$ cat config.mk
export PLATFORM = sky130hd
export DESIGN_NAME = gqi_iter
export DESIGN_NICKNAME = d
export VERILOG_FILES = /design/src/rtl/gqi_pkg.sv /design/src/rtl/gqi_iter.sv
export SDC_FILE = /design/constraint.sdc
export NUM_CORES = 1
export LEC_CHECK = 0
export BUFFER_PORTS_ARGS = -buffer_cell sky130_fd_sc_hd__buf_2
export CAP_MARGIN = 20
export CORE_AREA = 2 2 168 137
export CTS_BUF_LIST = sky130_fd_sc_hd__clkbuf_8 sky130_fd_sc_hd__clkbuf_16
export DETAILED_ROUTE_END_ITERATION = 16
export DIE_AREA = 0 0 170 139
export GPL_ROUTABILITY_DRIVEN = 0
export GPL_TIMING_DRIVEN = 0
export REMOVE_ABC_BUFFERS = 1
export SYNTH_ARGS = -nofsm -noshare
export SYNTH_HDL_FRONTEND = slang
export SYNTH_SLANG_ARGS = --single-unit
$ cat constraint.sdc
create_clock -name clock -period 4.3 [get_ports clock]
set_input_delay 0.645 -clock clock [delete_from_list [all_inputs] [get_ports clock]]
set_output_delay 0.645 -clock clock [all_outputs]
set_load 0.05 [all_outputs]
$ cat src/rtl/gqi_pkg.sv
// gqi_pkg: constants, types and the product table for the gyro quaternion integrator
// depends on nothing; used by gqi_iter, gyro_quaternion_integrator and both bench files
package gqi_pkg;

   localparam int QUAT_FRAC = 30;
   localparam int H_FRAC    = 24;
   localparam int DIV_NUM_W = 32 + QUAT_FRAC;

   localparam logic [31:0] STEP_RESET = 32'd374806;
   localparam logic [15:0] CONF_DONE  = 16'd62259;
   localparam logic [31:0] NORM_MIN   =
      32'((((64'd1 << QUAT_FRAC) + 64'd5000) / 64'd10000));
   localparam logic signed [31:0] QUAT_ONE = 32'sd1 <<< QUAT_FRAC;

   typedef struct packed {
      logic start;
      logic is_sqrt;
   } gqi_cmd_type;

   typedef struct packed {
      logic [1:0] h_sel;
      logic [1:0] q_sel;
      logic       neg;
   } gqi_term_type;

   // cross-product terms of the first-order update, component k, term t
   function automatic gqi_term_type term_of(input logic [1:0] k, input logic [1:0] t);
      gqi_term_type r;
      r = '0;
      case ({k, t})
         4'b00_00: r = '{h_sel: 2'd0, q_sel: 2'd1, neg: 1'b1};
         4'b00_01: r = '{h_sel: 2'd1, q_sel: 2'd2, neg: 1'b1};
         4'b00_10: r = '{h_sel: 2'd2, q_sel: 2'd3, neg: 1'b1};
         4'b01_00: r = '{h_sel: 2'd0, q_sel: 2'd0, neg: 1'b0};
         4'b01_01: r = '{h_sel: 2'd2, q_sel: 2'd2, neg: 1'b0};
         4'b01_10: r = '{h_sel: 2'd1, q_sel: 2'd3, neg: 1'b1};
         4'b10_00: r = '{h_sel: 2'd1, q_sel: 2'd0, neg: 1'b0};
         4'b10_01: r = '{h_sel: 2'd2, q_sel: 2'd1, neg: 1'b1};
         4'b10_10: r = '{h_sel: 2'd0, q_sel: 2'd3, neg: 1'b0};
         4'b11_00: r = '{h_sel: 2'd2, q_sel: 2'd0, neg: 1'b0};
         4'b11_01: r = '{h_sel: 2'd1, q_sel: 2'd1, neg: 1'b0};
         4'b11_10: r = '{h_sel: 2'd0, q_sel: 2'd2, neg: 1'b1};
         default:  r = '0;
      endcase
      return r;
   endfunction

endpackage

$ cat src/rtl/gqi_iter.sv
// gqi_iter: one-bit-per-cycle square root and restoring divider sharing one
// compare-subtract; depends on gqi_pkg
module gqi_iter (
   input  logic                clock,
   input  logic                reset,
   input  gqi_pkg::gqi_cmd_type cmd,
   input  logic [63:0]         opa,
   input  logic [31:0]         den,
   output logic                done,
   output logic [31:0]         result
);

   logic [5:0]  count_ff, count_in;
   logic        sqrt_ff, sqrt_in;
   logic        done_ff, done_in;
   logic [33:0] rem_ff, rem_in;
   logic [31:0] res_ff, res_in;
   logic [63:0] sh_ff, sh_in;
   logic [31:0] den_ff, den_in;
   logic [33:0] op_a, op_b;
   logic [34:0] diff;
   logic        ge;

   always_comb begin
      if (sqrt_ff) begin
         op_a = {rem_ff[31:0], sh_ff[63:62]};
         op_b = {res_ff, 2'b01};
      end else begin
         op_a = {1'b0, rem_ff[31:0], sh_ff[63]};
         op_b = {2'b00, den_ff};
      end
      diff = {1'b0, op_a} - {1'b0, op_b};
      ge   = ~diff[34];
   end

   always_comb begin
      count_in = count_ff;
      sqrt_in  = sqrt_ff;
      done_in  = 1'b0;
      rem_in   = rem_ff;
      res_in   = res_ff;
      sh_in    = sh_ff;
      den_in   = den_ff;
      if (cmd.start) begin
         sqrt_in = cmd.is_sqrt;
         res_in  = '0;
         den_in  = den;
         if (cmd.is_sqrt) begin
            count_in = 6'd32;
            rem_in   = '0;
            sh_in    = opa;
         end else begin
            count_in = 6'd31;
            rem_in   = 34'(opa[gqi_pkg::DIV_NUM_W-1:31]);
            sh_in    = {opa[30:0], 33'b0};
         end
      end else if (count_ff != '0) begin
         count_in = count_ff - 6'd1;
         rem_in   = ge ? diff[33:0] : op_a;
         res_in   = {res_ff[30:0], ge};
         sh_in    = sqrt_ff ? {sh_ff[61:0], 2'b00} : {sh_ff[62:0], 1'b0};
         done_in  = (count_ff == 6'd1);
      end
   end

   always_ff @(posedge clock) begin
      if (reset) begin
         count_ff <= '0;
         done_ff  <= 1'b0;
         sqrt_ff  <= 1'b0;
      end else begin
         count_ff <= count_in;
         done_ff  <= done_in;
         sqrt_ff  <= sqrt_in;
      end
      rem_ff <= rem_in;
      res_ff <= res_in;
      sh_ff  <= sh_in;
      den_ff <= den_in;
   end

   assign done   = done_ff;
   assign result = res_ff;

endmodule

==> out/metrics.yaml <==
outcome:
  status: "finished clean"
logic_synthesis:
  synthesis.area_per_instance_sq_um: 10.7
  share_of_synthesized_area_occupied_by_flip_flops_and_latches_pct: 47.6
  yosysWarningCount: 0
  netlist_area_sq_um: 9750
  synthTopCellsByCount: "edfxtp_1, nand2_1, mux2i_1"
  synth_top_area_share_pct: 39.4
  async_flop_share_pct: 0
  synth.area.top_cells: "edfxtp_1, mux2i_1, dfxtp_1"
  dominantRegCellSynth: "edfxtp_1"
  synth_seq_cells: 168
  synthesis.instances: 914
  synth_top_cell_by_area: "edfxtp_1"
  post-synth-top-count-cell: "edfxtp_1"
  synth_cell_types: 64
  synth_enable_flop_cells: 128
global_routing:
  pin_count_of_the_biggest_net_entering_global_routing: 77
  globalRouteTotalUtil_pct: 21.0
  globalRoute.totalOverflow: 0
  first_pass_grt_wire_length_um: 38800
  first_global_vias: 7236
  antenna_found_initial: 0
clock_network:
  cts.path.max_buffers: 2
  clock_insertion_delay_worst_skew_ps: 440
  path_clk_slew_ps: 70
  clock_tree.htree_level_count: 4
  postCtsHoldBufs: 0
  cts_made_buffers: 17
  clk_root_buffer_cell: "clkbuf_16"
  cts_tree: "done"
  clock_sink_count: 168
job:
  maxCapViolations: 0
critical_path:
  worst-path-max-fanout: 41
  worst-setup-path-type: "flop to flop"
  worstPathRequired_ps: 4480
  slowest_delay_ps: 540
  path_cells: "buf_16 > buf_16 > mux2_2 > ha_1 > nand4_1 > nor3_2 > and4_1 > o211ai_1 > nand2_1 > a21o_4 > buf_16 > mux2i_1 > o21ai_1"
  setup.worst_path.end_class: "flop"
  worst_path_dominant_cell_family: "simple AND/OR/NAND/NOR gates"
  path_buf_inv: 3
  critPathMostFrequentCell: "buf_16"
  slowest_stage: "dfxtp_4"
  setup.worst_path.start_class: "flop"
  worst_ep_arrival_time_ps: 4290
detailed_routing:
  drc: 0
  vias: 7628
  detail_route.vias_per_cell: 5.81
  routed_wire_per_std_cell_um: 19.1
  antenna_left: 0
  detailedRoute.firstPassIterationCount: 6
  drtIter0Drc: 589
  finalWirelength_um: 25100
floorplan:
  floorplan.initialDensity_pct: 44.2
  std_cell_rows: 49
  die_w_um: 170
  io_pins: 133
  die_height_um: 139
  fp.coreArea_sq_um: 22100
  die-area_sq_um: 23600
placement:
  port_buffers: 132
  pre_cts_slack_ps: -533
  dp_hpwl_um: 17500
sta:
  fmax_ghz: 0.243
  finalCriticalPeriod_ps: 4110
  report.final.slew_viol_count: 0
  rsz0062_at_grt: "false"
  fin_ws_ps: 186
  final.setup.tns_ps: 0
  worst_clock_skew_ps: 13.1
  setup_viol_count_final: 0
  worstMarginPinSlew_ps: 889
  report.final.hold_viol_count: 0
  whs_ps: 384
  slew_headroom_pct: 40.7
  min_period_over_period_pct: 95.7
final_layout:
  final_layout_size_suffix_gt1_share_pct: 21.6
  area_growth_pct: 17.0
  fill_count: 2064
  diodes: 0
  finish.net_count: 1158
min_path:
  hold_class: "primary input to flop"
power_and_ir_drop:
  vdd_ir_drop_max_mv: 0.279
  p_leak_uw: 0.00471
  pwr_density_cell_nw_per_um2: 616
-- layout make-up --
cell class / count / area, sq um / share of cell area (%)
clock buffers: 17 / 425 / 3.73
clock inverters: 15 / 140 / 1.23
inverters: 12 / 47.5 / 0.416
multi-input cells: 674 / 4850 / 42.5
flip-flops and latches: 168 / 4650 / 40.7
well taps: 280 / 350 / 3.07
repair buffers: 147 / 952 / 8.34
-- cell usage in the layout (no fill, tap or decap), types with 5 or more instances in the layout --
master       n
a211oi_1     7
a21o_1      15
a21oi_1     34
a221o_1      5
a22o_1      32
a22oi_1     55
a31oi_1      5
a32o_1       5
and2_1       5
and3_1      12
buf_16       5
buf_2      131
clkbuf_16   18
dfxtp_1     39
edfxtp_1   128
ha_1        37
inv_1       15
mux2_2      31
mux2i_1     83
nand2_1    113
nand2b_1     5
nand3_1      8
nand4_1      5
nor2_1      29
nor2b_1      9
nor3_1      13
o21ai_0     48
o21ai_1     22
o21bai_1     5
xnor2_1     20
xor2_1       9
-- per-layer routing --
layer  vias up  track usage [%]  share of wire (%)  wire length (um)
li1       3716                -                  -                 -
met1      3674             29.9                 47             11800
met2       213             33.5                 47             11800
met3        25             3.08                4.6              1150
met4         0             5.71                1.3               318
met5         -                0                  0                 0
-- kinds of logic after synthesis --
logic type      after synthesis  synth area share (%)
xor+xnor                     29                  2.60
fa+ha+maj                    38                  4.95
simple gates                219                  10.2
flops                       168                  47.6
compound gates              274                  19.5
mux                         114                  12.1
buf+inv                      72                  3.07
-- sequential cells by signal, indices dropped and copies added, names as in the netlist --
signal,count
sh_ff,64
den_ff,32
rem_ff,32
result,32
count_ff,6
done,1
sqrt_ff,1
-- through the flow --
step | std cells | area, sq um | total power (uW) | util, %
finish | 1313 | 11400 | 7040 | 51.7
global route | 1313 | 11400 | 7480 | 51.7
CTS | 1312 | 11400 | 7030 | 51.6
detailed placement | 1277 | 10800 | 5450 | 48.8
global placement | 1266 | 10500 | 5380 | 47.6
floorplan | 854 | 9500 | 4640 | -
-- repair_timing --
item / CTS / global route
setup endpoints to repair: 30 / 29
pin swaps: 1 / 0
setup buffers: 3 / 0
cloned: 0 / 1
resized for setup: 2 / 2
-- path summary, 6_finish.rpt --
check        slack [ps]       start          to  depth (start not counted)
max                 190     sqrt_ff   rem_ff[3]                         13
min                 380      den[6]   den_ff[6]                          1
max reg2reg         190     sqrt_ff   rem_ff[3]                         13
min reg2reg         510  result[31]  result[31]                          1
-- worst reg2reg max path: cells and delay by family, from the launching register on --
family | cells | cell delay, ps
fa+ha+maj | 1 | 420
buf+inv | 3 | 700
mux | 2 | 670
flops | 1 | 540
compound gates | 3 | 540
simple gates | 4 | 990
-- report_power, final --
part	switching (uW)	internal (uW)	leakage, uW
registers	161	2150	0.00170
clock network	673	848	0.000278
logic	1830	1380	0.00273
total	2660	4380	0.00471
No activity file was read; power rests on OpenSTA's default activity.
